==> src/lctw_pkg.sv <==
`timescale 1ns / 1ps

package lctw_pkg;

	localparam int unsigned COL_W = 5;
	localparam logic [COL_W-1:0] COLUMNS = 5'd16;

	localparam int unsigned BIN_W = 32;
	localparam int unsigned DEC_DIGITS = 10;
	localparam int unsigned BCD_W = 4 * DEC_DIGITS;
	localparam logic [3:0] DEC_COUNT = 4'd10;
	localparam logic [3:0] HEX_COUNT = 4'd8;

	localparam logic [7:0] CMD_CLEAR = 8'h01;
	localparam logic [7:0] CMD_HOME = 8'h02;
	localparam logic [7:0] CMD_LINE2 = 8'hC0;
	localparam logic [7:0] CMD_ENTRY = 8'h06;
	localparam logic [7:0] CMD_LEFT = 8'h10;
	localparam logic [7:0] CMD_RIGHT = 8'h14;
	localparam logic [7:0] CHAR_ZERO = 8'h30;
	localparam logic [7:0] CHAR_A = 8'h41;

	typedef enum logic [2:0] {
		OP_CLEAR = 3'd0,
		OP_HOME = 3'd1,
		OP_PUT = 3'd2,
		OP_MOVE = 3'd3,
		OP_DEC = 3'd4,
		OP_HEX = 3'd5
	} op_t;

	typedef logic [3:0] step_t;

	localparam step_t ST_IDLE = 4'd0;
	localparam step_t ST_CLR1 = 4'd1;
	localparam step_t ST_CLR2 = 4'd2;
	localparam step_t ST_HOME = 4'd3;
	localparam step_t ST_PUT_CHK = 4'd4;
	localparam step_t ST_PUT_DATA = 4'd5;
	localparam step_t ST_PUT_ENTRY = 4'd6;
	localparam step_t ST_MOVE_CHK = 4'd7;
	localparam step_t ST_MOVE = 4'd8;
	localparam step_t ST_DEC_LOAD = 4'd9;
	localparam step_t ST_DABBLE = 4'd10;
	localparam step_t ST_SKIP = 4'd11;
	localparam step_t ST_DIG_CHK = 4'd12;
	localparam step_t ST_DIG_DATA = 4'd13;
	localparam step_t ST_DIG_ENTRY = 4'd14;
	localparam step_t ST_HEX_LOAD = 4'd15;

	typedef enum logic [2:0] {
		EMIT_NONE = 3'd0,
		EMIT_CMD = 3'd1,
		EMIT_HOME = 3'd2,
		EMIT_MOVE = 3'd3,
		EMIT_CHAR = 3'd4,
		EMIT_DIGIT = 3'd5
	} emit_t;

	typedef enum logic [1:0] {
		LAST_NO = 2'd0,
		LAST_YES = 2'd1,
		LAST_DIGIT = 2'd2
	} last_t;

	typedef enum logic [1:0] {
		COL_KEEP = 2'd0,
		COL_ZERO = 2'd1,
		COL_INC = 2'd2,
		COL_MOVE = 2'd3
	} col_op_t;

	typedef enum logic [2:0] {
		DP_NONE = 3'd0,
		DP_LOAD_DEC = 3'd1,
		DP_DABBLE = 3'd2,
		DP_LOAD_HEX = 3'd3,
		DP_SKIP = 3'd4,
		DP_NEXT = 3'd5
	} dp_op_t;

	typedef enum logic [2:0] {
		COND_ALWAYS = 3'd0,
		COND_DISPATCH = 3'd1,
		COND_COL_FULL = 3'd2,
		COND_MOVE_BLOCKED = 3'd3,
		COND_BITS_LEFT = 3'd4,
		COND_LEAD_ZERO = 3'd5,
		COND_MORE_DIGITS = 3'd6
	} cond_t;

	typedef struct packed {
		emit_t emit;
		logic [7:0] cmd;
		last_t last;
		col_op_t col_op;
		dp_op_t dp_op;
		cond_t cond;
		step_t tgt_t;
		step_t tgt_f;
	} ucode_t;

	typedef struct packed {
		ucode_t word;
		logic fire;
		logic accept;
	} ctrl_t;

	typedef struct packed {
		logic col_full;
		logic move_blocked;
		logic bits_left;
		logic lead_zero;
		logic more_digits;
		logic out_busy;
	} status_t;

	function automatic ucode_t mk(emit_t emit, logic [7:0] cmd, last_t last, col_op_t col_op,
			dp_op_t dp_op, cond_t cond, step_t tgt_t, step_t tgt_f);
		ucode_t w;
		w.emit = emit;
		w.cmd = cmd;
		w.last = last;
		w.col_op = col_op;
		w.dp_op = dp_op;
		w.cond = cond;
		w.tgt_t = tgt_t;
		w.tgt_f = tgt_f;
		return w;
	endfunction

	function automatic ucode_t ucode(step_t pc);
		ucode_t w;
		unique case (pc)
			ST_IDLE: w = mk(EMIT_NONE, 8'h00, LAST_NO, COL_KEEP, DP_NONE,
				COND_DISPATCH, ST_IDLE, ST_IDLE);
			ST_CLR1: w = mk(EMIT_CMD, CMD_CLEAR, LAST_NO, COL_KEEP, DP_NONE,
				COND_ALWAYS, ST_CLR2, ST_CLR2);
			ST_CLR2: w = mk(EMIT_CMD, CMD_HOME, LAST_YES, COL_ZERO, DP_NONE,
				COND_ALWAYS, ST_IDLE, ST_IDLE);
			ST_HOME: w = mk(EMIT_HOME, 8'h00, LAST_YES, COL_ZERO, DP_NONE,
				COND_ALWAYS, ST_IDLE, ST_IDLE);
			ST_PUT_CHK: w = mk(EMIT_NONE, 8'h00, LAST_NO, COL_KEEP, DP_NONE,
				COND_COL_FULL, ST_IDLE, ST_PUT_DATA);
			ST_PUT_DATA: w = mk(EMIT_CHAR, 8'h00, LAST_NO, COL_KEEP, DP_NONE,
				COND_ALWAYS, ST_PUT_ENTRY, ST_PUT_ENTRY);
			ST_PUT_ENTRY: w = mk(EMIT_CMD, CMD_ENTRY, LAST_YES, COL_INC, DP_NONE,
				COND_ALWAYS, ST_IDLE, ST_IDLE);
			ST_MOVE_CHK: w = mk(EMIT_NONE, 8'h00, LAST_NO, COL_KEEP, DP_NONE,
				COND_MOVE_BLOCKED, ST_IDLE, ST_MOVE);
			ST_MOVE: w = mk(EMIT_MOVE, 8'h00, LAST_YES, COL_MOVE, DP_NONE,
				COND_ALWAYS, ST_IDLE, ST_IDLE);
			ST_DEC_LOAD: w = mk(EMIT_NONE, 8'h00, LAST_NO, COL_KEEP, DP_LOAD_DEC,
				COND_ALWAYS, ST_DABBLE, ST_DABBLE);
			ST_DABBLE: w = mk(EMIT_NONE, 8'h00, LAST_NO, COL_KEEP, DP_DABBLE,
				COND_BITS_LEFT, ST_DABBLE, ST_SKIP);
			ST_SKIP: w = mk(EMIT_NONE, 8'h00, LAST_NO, COL_KEEP, DP_SKIP,
				COND_LEAD_ZERO, ST_SKIP, ST_DIG_CHK);
			ST_DIG_CHK: w = mk(EMIT_NONE, 8'h00, LAST_NO, COL_KEEP, DP_NONE,
				COND_COL_FULL, ST_IDLE, ST_DIG_DATA);
			ST_DIG_DATA: w = mk(EMIT_DIGIT, 8'h00, LAST_NO, COL_KEEP, DP_NONE,
				COND_ALWAYS, ST_DIG_ENTRY, ST_DIG_ENTRY);
			ST_DIG_ENTRY: w = mk(EMIT_CMD, CMD_ENTRY, LAST_DIGIT, COL_INC, DP_NEXT,
				COND_MORE_DIGITS, ST_DIG_CHK, ST_IDLE);
			ST_HEX_LOAD: w = mk(EMIT_NONE, 8'h00, LAST_NO, COL_KEEP, DP_LOAD_HEX,
				COND_ALWAYS, ST_SKIP, ST_SKIP);
		endcase
		return w;
	endfunction

	function automatic step_t entry(logic [2:0] opcode);
		step_t s;
		priority case (opcode)
			OP_CLEAR: s = ST_CLR1;
			OP_HOME: s = ST_HOME;
			OP_PUT: s = ST_PUT_CHK;
			OP_MOVE: s = ST_MOVE_CHK;
			OP_DEC: s = ST_DEC_LOAD;
			OP_HEX: s = ST_HEX_LOAD;
			default: s = ST_IDLE;
		endcase
		return s;
	endfunction

endpackage

==> src/lctw_sequencer.sv <==
`timescale 1ns / 1ps

module lctw_sequencer (
	input logic clk,
	input logic arst_n,
	input logic in_valid,
	output logic in_ready,
	input logic [2:0] opcode,
	input lctw_pkg::status_t status,
	output lctw_pkg::ctrl_t ctrl
);

	lctw_pkg::step_t pc_q;
	lctw_pkg::step_t pc_d;
	lctw_pkg::ucode_t word;
	logic cond_true;
	logic stall;
	logic accept;

	assign word = lctw_pkg::ucode(pc_q);
	assign in_ready = (pc_q == lctw_pkg::ST_IDLE);
	assign accept = in_valid && in_ready;
	assign stall = (word.emit != lctw_pkg::EMIT_NONE) && status.out_busy;

	always_comb begin
		unique case (word.cond)
			lctw_pkg::COND_ALWAYS: cond_true = 1'b1;
			lctw_pkg::COND_DISPATCH: cond_true = accept;
			lctw_pkg::COND_COL_FULL: cond_true = status.col_full;
			lctw_pkg::COND_MOVE_BLOCKED: cond_true = status.move_blocked;
			lctw_pkg::COND_BITS_LEFT: cond_true = status.bits_left;
			lctw_pkg::COND_LEAD_ZERO: cond_true = status.lead_zero;
			lctw_pkg::COND_MORE_DIGITS: cond_true = status.more_digits;
			default: cond_true = 1'b0;
		endcase
	end

	always_comb begin
		pc_d = pc_q;
		if (word.cond == lctw_pkg::COND_DISPATCH) begin
			pc_d = accept ? lctw_pkg::entry(opcode) : lctw_pkg::ST_IDLE;
		end else if (!stall) begin
			pc_d = cond_true ? word.tgt_t : word.tgt_f;
		end
	end

	always_ff @(posedge clk or negedge arst_n) begin
		if (!arst_n) begin
			pc_q <= lctw_pkg::ST_IDLE;
		end else begin
			pc_q <= pc_d;
		end
	end

	assign ctrl.word = word;
	assign ctrl.fire = !stall;
	assign ctrl.accept = accept;

endmodule

==> src/lctw_datapath.sv <==
`timescale 1ns / 1ps

module lctw_datapath (
	input logic clk,
	input logic arst_n,
	input lctw_pkg::ctrl_t ctrl,
	output lctw_pkg::status_t status,
	input logic [7:0] char_code,
	input logic line_select,
	input logic move_right,
	input logic [31:0] number,
	output logic out_valid,
	input logic out_ready,
	output logic [7:0] lcd_byte,
	output logic is_data,
	output logic last
);

	logic [7:0] ch_q;
	logic line_q;
	logic right_q;
	logic [lctw_pkg::COL_W-1:0] col_q;
	logic [lctw_pkg::COL_W-1:0] col_inc;
	logic [lctw_pkg::BCD_W-1:0] bcd_q;
	logic [lctw_pkg::BCD_W-1:0] bcd_adj;
	logic [lctw_pkg::BIN_W-1:0] bin_q;
	logic [4:0] bit_q;
	logic [3:0] cnt_q;
	logic [3:0] digit;
	logic [7:0] digit_char;
	logic [7:0] byte_d;
	logic last_d;
	logic emit;
	logic out_valid_q;
	logic [7:0] lcd_byte_q;
	logic is_data_q;
	logic last_q;

	assign col_inc = col_q + 5'd1;
	assign digit = bcd_q[lctw_pkg::BCD_W-1 -: 4];
	assign digit_char = (digit < 4'd10) ? (lctw_pkg::CHAR_ZERO + {4'h0, digit})
		: (lctw_pkg::CHAR_A + {4'h0, digit} - 8'd10);

	assign status.col_full = (col_q >= lctw_pkg::COLUMNS);
	assign status.move_blocked = right_q ? (col_q >= lctw_pkg::COLUMNS) : (col_q == '0);
	assign status.bits_left = (bit_q != 5'd0);
	assign status.more_digits = (cnt_q > 4'd1);
	assign status.lead_zero = (digit == 4'd0) && (cnt_q > 4'd1);
	assign status.out_busy = out_valid_q && !out_ready;

	always_comb begin
		bcd_adj = bcd_q;
		for (int i = 0; i < lctw_pkg::DEC_DIGITS; i++) begin
			if (bcd_q[4*i +: 4] >= 4'd5) begin
				bcd_adj[4*i +: 4] = bcd_q[4*i +: 4] + 4'd3;
			end
		end
	end

	always_comb begin
		unique case (ctrl.word.emit)
			lctw_pkg::EMIT_CMD: byte_d = ctrl.word.cmd;
			lctw_pkg::EMIT_HOME: byte_d = line_q ? lctw_pkg::CMD_LINE2 : lctw_pkg::CMD_HOME;
			lctw_pkg::EMIT_MOVE: byte_d = right_q ? lctw_pkg::CMD_RIGHT : lctw_pkg::CMD_LEFT;
			lctw_pkg::EMIT_CHAR: byte_d = ch_q;
			lctw_pkg::EMIT_DIGIT: byte_d = digit_char;
			default: byte_d = 8'h00;
		endcase
		unique case (ctrl.word.last)
			lctw_pkg::LAST_YES: last_d = 1'b1;
			lctw_pkg::LAST_DIGIT: last_d = !status.more_digits || (col_inc >= lctw_pkg::COLUMNS);
			default: last_d = 1'b0;
		endcase
	end

	assign emit = ctrl.fire && (ctrl.word.emit != lctw_pkg::EMIT_NONE);

	always_ff @(posedge clk) begin
		if (ctrl.accept) begin
			ch_q <= char_code;
			line_q <= line_select;
			right_q <= move_right;
		end
		if (emit) begin
			lcd_byte_q <= byte_d;
			is_data_q <= (ctrl.word.emit == lctw_pkg::EMIT_CHAR)
				|| (ctrl.word.emit == lctw_pkg::EMIT_DIGIT);
			last_q <= last_d;
		end
	end

	always_ff @(posedge clk or negedge arst_n) begin
		if (!arst_n) begin
			col_q <= '0;
			out_valid_q <= 1'b0;
			bcd_q <= '0;
			bin_q <= '0;
			bit_q <= '0;
			cnt_q <= '0;
		end else begin
			if (emit) begin
				out_valid_q <= 1'b1;
			end else if (out_ready) begin
				out_valid_q <= 1'b0;
			end
			if (ctrl.fire) begin
				unique case (ctrl.word.col_op)
					lctw_pkg::COL_ZERO: col_q <= '0;
					lctw_pkg::COL_INC: col_q <= col_inc;
					lctw_pkg::COL_MOVE: col_q <= right_q ? col_inc : (col_q - 5'd1);
					default: col_q <= col_q;
				endcase
			end
			if (ctrl.accept) begin
				bin_q <= number;
			end else if (ctrl.fire) begin
				unique case (ctrl.word.dp_op)
					lctw_pkg::DP_LOAD_DEC: begin
						bcd_q <= '0;
						bit_q <= 5'(lctw_pkg::BIN_W - 1);
						cnt_q <= lctw_pkg::DEC_COUNT;
					end
					lctw_pkg::DP_DABBLE: begin
						bcd_q <= {bcd_adj[lctw_pkg::BCD_W-2:0], bin_q[lctw_pkg::BIN_W-1]};
						bin_q <= {bin_q[lctw_pkg::BIN_W-2:0], 1'b0};
						bit_q <= bit_q - 5'd1;
					end
					lctw_pkg::DP_LOAD_HEX: begin
						bcd_q <= {bin_q, 8'h00};
						cnt_q <= lctw_pkg::HEX_COUNT;
					end
					lctw_pkg::DP_SKIP, lctw_pkg::DP_NEXT: begin
						if ((ctrl.word.dp_op == lctw_pkg::DP_NEXT) || status.lead_zero) begin
							bcd_q <= {bcd_q[lctw_pkg::BCD_W-5:0], 4'h0};
							cnt_q <= cnt_q - 4'd1;
						end
					end
					default: begin
						bcd_q <= bcd_q;
					end
				endcase
			end
		end
	end

	assign out_valid = out_valid_q;
	assign lcd_byte = lcd_byte_q;
	assign is_data = is_data_q;
	assign last = last_q;

endmodule

==> src/char_lcd_text_command_writer.sv <==
`timescale 1ns / 1ps

// Turns text requests for a two-line character LCD into command and data bytes.
// The input channel (in_valid/in_ready) takes one request with its opcode and
// operands; the output channel (out_valid/out_ready) gives one byte per
// transfer, with is_data as register select and last on the final byte of a
// request. A request that produces no byte raises no last.
// A microcode sequencer steps through a 16-word control table and drives the
// cursor, digit and output registers. One request is handled at a time, and
// in_ready is high only while the sequencer sits in its idle step.
// Clear emits a clear and a home command; home emits one address command for
// the selected line; put char emits the character and an entry-mode command,
// and move one shift command, unless the cursor is at the edge. Decimal
// printing takes a load step and a binary-to-BCD conversion, then skips leading
// zeros and emits each shown digit followed by an entry-mode command, while the
// row has room; hex takes a load step instead of the conversion.
// When the receiver holds out_ready low, the output register keeps its byte and
// the sequencer waits at its next emitting step. Reset returns the cursor to
// column zero, empties the output register and puts the sequencer in idle.
module char_lcd_text_command_writer (
	input logic clk,
	input logic arst_n,
	input logic in_valid,
	output logic in_ready,
	input logic [2:0] opcode,
	input logic [7:0] char_code,
	input logic line_select,
	input logic move_right,
	input logic [31:0] number,
	output logic out_valid,
	input logic out_ready,
	output logic [7:0] lcd_byte,
	output logic is_data,
	output logic last
);

	lctw_pkg::ctrl_t ctrl;
	lctw_pkg::status_t status;

	lctw_sequencer u_seq (
		.clk(clk),
		.arst_n(arst_n),
		.in_valid(in_valid),
		.in_ready(in_ready),
		.opcode(opcode),
		.status(status),
		.ctrl(ctrl)
	);

	lctw_datapath u_dp (
		.clk(clk),
		.arst_n(arst_n),
		.ctrl(ctrl),
		.status(status),
		.char_code(char_code),
		.line_select(line_select),
		.move_right(move_right),
		.number(number),
		.out_valid(out_valid),
		.out_ready(out_ready),
		.lcd_byte(lcd_byte),
		.is_data(is_data),
		.last(last)
	);

endmodule

==> config.mk <==
export PLATFORM = sky130hd
export DESIGN_NAME = char_lcd_text_command_writer
export DESIGN_NICKNAME = d
export VERILOG_FILES = /design/src/lctw_pkg.sv /design/src/lctw_sequencer.sv /design/src/lctw_datapath.sv /design/src/char_lcd_text_command_writer.sv
export SDC_FILE = /design/constraint.sdc
export NUM_CORES = 1
export LEC_CHECK = 0
export ABC_AREA = 1
export CAP_MARGIN = 10
export CORE_MARGIN = 1
export CORE_UTILIZATION = 45
export CTS_CLUSTER_SIZE = 24
export DETAILED_ROUTE_END_ITERATION = 12
export DONT_BUFFER_PORTS = 1
export GPL_TIMING_DRIVEN = 1
export PLACE_DENSITY = 0.59
export SLEW_MARGIN = 15
export SYNTH_ARGS = -nofsm -noshare
export SYNTH_HDL_FRONTEND = slang
export SYNTH_HIERARCHICAL = 1
export SYNTH_SLANG_ARGS = --single-unit
==> constraint.sdc <==
create_clock -name clk -period 7.3 [get_ports clk]
set_clock_uncertainty 0.2 [all_clocks]
set_input_delay 0.365 -clock clk [delete_from_list [all_inputs] [get_ports clk]]
set_output_delay 0.365 -clock clk [all_outputs]
set_load 0.01 [all_outputs]
### After elaboration in Yosys (flattened, before gate mapping)

Memory sizes are Yosys's and may differ from the RTL's.
Index checks and enable logic that the tools add are counted.

| operators by class | value |
|---|---|
| reduce and logical (&&, ||, !) cells | 30 |
| multiplexer cells | 34 |
| equal/unequal tests | 29 |
| bitwise operators | 2 |
| add/subtract/negate cells | 17 |
| order comparisons | 14 |

Operators by type and width:

| operator | count |
|---|---|
| $pmux W40 S4 | 1 |
| $mux W32 | 3 |
| $mux W4 | 14 |
| $ge A4 B3 Y1 const B | 10 |
| $mux W40 | 1 |
| $pmux W8 S5 | 1 |
| $add A4 B2 Y4 const B | 9 |
| $eq A3 B3 Y1 const B | 9 |
| $eq A3 B2 Y1 const B | 8 |
| $pmux W4 S6 | 1 |
| $mux W8 | 2 |
| $pmux W5 S3 | 1 |
| $eq A3 B1 Y1 const B | 4 |
| $pmux W4 S3 | 1 |
| $ge A5 B5 Y1 const B | 2 |
| $pmux W5 S2 | 1 |
| $sub A5 B1 Y5 const B | 2 |
| $reduce_bool A3 Y1 | 3 |
| $add A7 B4 Y8 const A | 1 |
| $logic_not A4 Y1 | 2 |
| $reduce_and A4 Y1 | 2 |
| $sub A8 B4 Y8 const B | 1 |
| $add A6 B4 Y7 const A | 1 |
| $pmux W1 S7 | 1 |
| other kinds (25) | 45 |

| storage, ports and cells | value |
|---|---|
| ROM bits | 384 |
| register bits after elaboration | 111 |
| input bits | 49 |
| word-level logic and storage cells | 140 |
| memories kept | 1 |
| output and inout bits | 12 |

Memory list:

| memory | words | bits a word | rd ports | clocked after memory_dff | write ports | RTL line | source |
|---|---|---|---|---|---|---|---|
| (name not given) | 16 | 24 | 1 | 0 | 0 | lctw_pkg.sv:134 | `unique case (pc)` |

### Longest topological paths before layout

| depth | value |
|---|---|
| word-level depth | 6 |
| depth in mapped cells | 15 |
| mapped depth without buffers | 14 |

### Modules after synthesis

The synthesis kept the hierarchy.

Modules (own cells, without submodules):

| module | sequential area each (sq um) | cells each | area each (sq um) | times used |
|---|---|---|---|---|
| lctw_datapath | 2,777.7 | 959 | 6,806.5 | 1 |
| lctw_sequencer | 100.1 | 152 | 865.8 | 1 |

### Worst setup path before layout

OpenSTA, ideal clock, no wires.

| timing | value |
|---|---|
| kind | register -> register |
| start | reg u_seq.pc_q[1] |
| end | reg u_dp.is_data_q (netlist: u_dp/is_data) (enable) |
| period minus slack after synthesis | 2.619 ns |
| cell stages (with the launch flop) | 10 |
| setup time | 0.384 ns |
| path slack | 4.681 ns |
| path buffers | 0 |
| data required time | 6.716 ns |
| data arrival time | 2.034 ns |
| cells stage by stage | dfrtp_1 inv_1 ha_1 inv_1 nor2_1 a21oi_2 nand4_2 nand2_1 inv_1 a31oi_1 |

RTL lines:

| element | RTL line | source |
|---|---|---|
| start, declared | lctw_sequencer.sv:13 | `lctw_pkg::step_t pc_q;` |
| start signal, assigned | lctw_sequencer.sv:49 | `pc_q <= lctw_pkg::ST_IDLE;` |
| start signal, assigned | lctw_sequencer.sv:51 | `pc_q <= pc_d;` |
| end signal, assigned | lctw_datapath.sv:86 | `is_data_q <= (ctrl.word.emit == lctw_pkg::EMIT_CHAR)` |
| end, declared | lctw_datapath.sv:36 | `logic is_data_q;` |

==> out/metrics.yaml <==
min_period_ns: 4.22
p_clk_share_pct: 17.0
grt_overflow_total: 0
drive_above_1_share_pct: 4.99
tightest_slew_ns: 1.08
pwr-share-comb_pct: 48.3
rsz0062_at_grt: "false"
end_kind: "register"
endpoint: "u_dp/bcd_q[3]$_DFFE_PN0P_"
place_hpwl_mm: 12.9
cts-buffers-inserted: 9
totalWireLength_mm: 19.4
clkTransAtPathRegs_ns: 0.08
rr_endpoint: "u_dp/bcd_q[3]$_DFFE_PN0P_"
r2r_cells: 8
root_buffer: "clkbuf_16"
cp.required_ns: 7.36
slew_headroom_pct: 27.9
areaGrowthSynthToFinish_pct: 9.25
die-area_sq_mm: 0.0175
avgSynthCellArea_sq_um: 6.92
tritoncts: "done"
min-delay-start: "number[24]"
rows: 47
hold_violations: 0
io_buffers: 0
crit_arrival_ns: 4.28
setup_viol: 0
grt_pass1_wl_mm: 32.3
r2r_slack_ns: 3.08
power_density_mw_per_mm2: 344
cts_buffer_depth: 2
cts_setup_buffers: 0
syn_area_sq_mm: 0.00765
cts_sinks: 111
period_share_pct: 57.8
fmax_ghz: 0.237
dr.pass1.iters: 6
start_kind: "register"
initialDrtViolationCount: 448
clkLatencyLatePin_ns: 0.37
antenna_cells: 0
regToRegStartpoint: "u_seq/pc_q[1]$_DFFE_PN0P_"
initial_core_util_pct: 46.2
boundaryPins: 61
switching_share_pct: 48.3
drc: 0
grt_max_degree: 92
gp_congestion: 0.873
synth_cells: 1106
grt_usage_pct: 23.0
p_int_mw: 1.49
finalCoreUtilization_pct: 50.4
fin_nets: 1201
cp-startpoint: "u_seq/pc_q[1]$_DFFE_PN0P_"
switchingPower_mw: 1.39
vdd_ir_drop_max_uv: 193
path_class: "register to register"
nFillCells: 1688
slew_violations: 0
die_w_microns: 132
status: "finished, final reports clean"
grt_pass1_vias: 6365
dr_total_vias: 6888
worstPathMaxFanout: 44
ant_nets: 0
htree_levels: 3
wire_per_inst_microns: 14.4
viasPerCell: 5.13
fin_setup_tns_ns: 0
die_h_microns: 132
min_path_type: "primary input to register"
yosysWarnings: 6
cap_viol_max_count: 0
p_seq_share_pct: 34.7
p_leak_nw: 4.17
core_area_sq_mm: 0.0166
antenna_found_initial: 0
==> what timing repair did <==
item	4_1_cts	5_1_grt
gates resized for setup	0	0
endpoints found under the hold margin	124	0
hold buffers	35	0
==> registers in the layout, summed over array words and instances (netlist names), 4 cells and up <==
register / count
u_dp/bit_q: 5
u_dp/ch_q: 8
u_dp/lcd_byte: 8
u_seq/pc_q: 4
u_dp/bin_q: 32
u_dp/cnt_q: 4
u_dp/col_q: 5
u_dp/bcd_q: 40
==> metal layers <==
| layer | global-route usage [%] | routed length [microns] | vias up |
|---|---|---|---|
| li1 | - | - | 3551 |
| met1 | 31.7 | 9530 | 3170 |
| met2 | 37.9 | 8910 | 156 |
| met3 | 4.18 | 729 | 11 |
| met4 | 4.73 | 192 | 0 |
| met5 | 0 | 0 | - |
==> through the flow <==
step	instances	hold slack, ns	setup WS, ns	power, mW	instance area [sq um]
2_1_floorplan	1110	-0.131	4.68	2.08	7670
3_3_place_gp	1291	-0.127	3.18	2.37	7710
3_5_place_dp	1291	-0.128	3.09	2.37	7710
4_1_cts	1342	0.0181	3.01	2.90	8360
5_1_grt	1342	0.0558	2.65	3.13	8360
6_report	1342	0.0304	3.08	2.88	8360
==> how the worst min path moves through the flow <==
stage / to / slack (ns) / cells past startpoint
2_1_floorplan: u_dp/bcd_q[0]$_DFFE_PN0P_ / -0.13 / 0
3_3_place_gp: u_dp/col_q[3]$_DFFE_PN0P_ / -0.13 / 0
3_5_place_dp: u_dp/col_q[2]$_DFFE_PN0P_ / -0.13 / 0
4_1_cts: u_dp/bin_q[17]$_DFFE_PN0P_ / 0.02 / 4
5_1_grt: u_dp/bin_q[6]$_DFFE_PN0P_ / 0.06 / 4
6_report: u_dp/bin_q[24]$_DFFE_PN0P_ / 0.03 / 4
==> final cells by class <==
type	instances	area, sq um	share of cell area (%)
clock inverter	7	56.3	0.673
inverter	157	589	7.05
timing repair buffer	36	375	4.49
tap	220	275	3.29
sequential	111	2880	34.4
clock buffer	9	225	2.69
multi-input combinational	802	3960	47.4
==> worst max-delay path: stages (launching register included) <==
cell and delay [ns]:
dfrtp_1 0.48, inv_1 0.14, ha_1 0.20, nor2_1 0.06
nor3_1 0.54, nand3_1 0.87, nand3_2 0.36, nand3_2 0.86
o21ai_1 0.41
==> power by group through the flow <==
| stage | logic [mW] | registers (mW) | clock network, mW |
|---|---|---|---|
| after floorplan | 1.12 | 0.956 | 0 |
| after global placement | 1.36 | 1.01 | 0 |
| after detailed placement | 1.36 | 1.01 | 0 |
| after CTS | 1.40 | 0.996 | 0.511 |
| after global routing | 1.58 | 1.02 | 0.526 |
| final | 1.39 | 0.997 | 0.489 |
==> placed cells by master, fill, tap and decap left out, types with 4 or more instances in the layout <==
| cell | instances |
|---|---|
| xor2_1 | 6 |
| nand4_1 | 28 |
| o211ai_1 | 19 |
| dlygate4sd3_1 | 34 |
| dfrtp_1 | 91 |
| inv_1 | 150 |
| o21ai_1 | 5 |
| nor2_2 | 4 |
| o22ai_1 | 13 |
| a21oi_1 | 12 |
| clkbuf_16 | 9 |
| a31oi_1 | 6 |
| edfxtp_1 | 20 |
| nor2_1 | 46 |
| conb_1 | 5 |
| ha_1 | 35 |
| nand3_1 | 103 |
| nand3_2 | 6 |
| inv_2 | 7 |
| nand2_1 | 412 |
| nand2_2 | 9 |
| o21ai_0 | 69 |
Power figures use the tool's default switching activity.
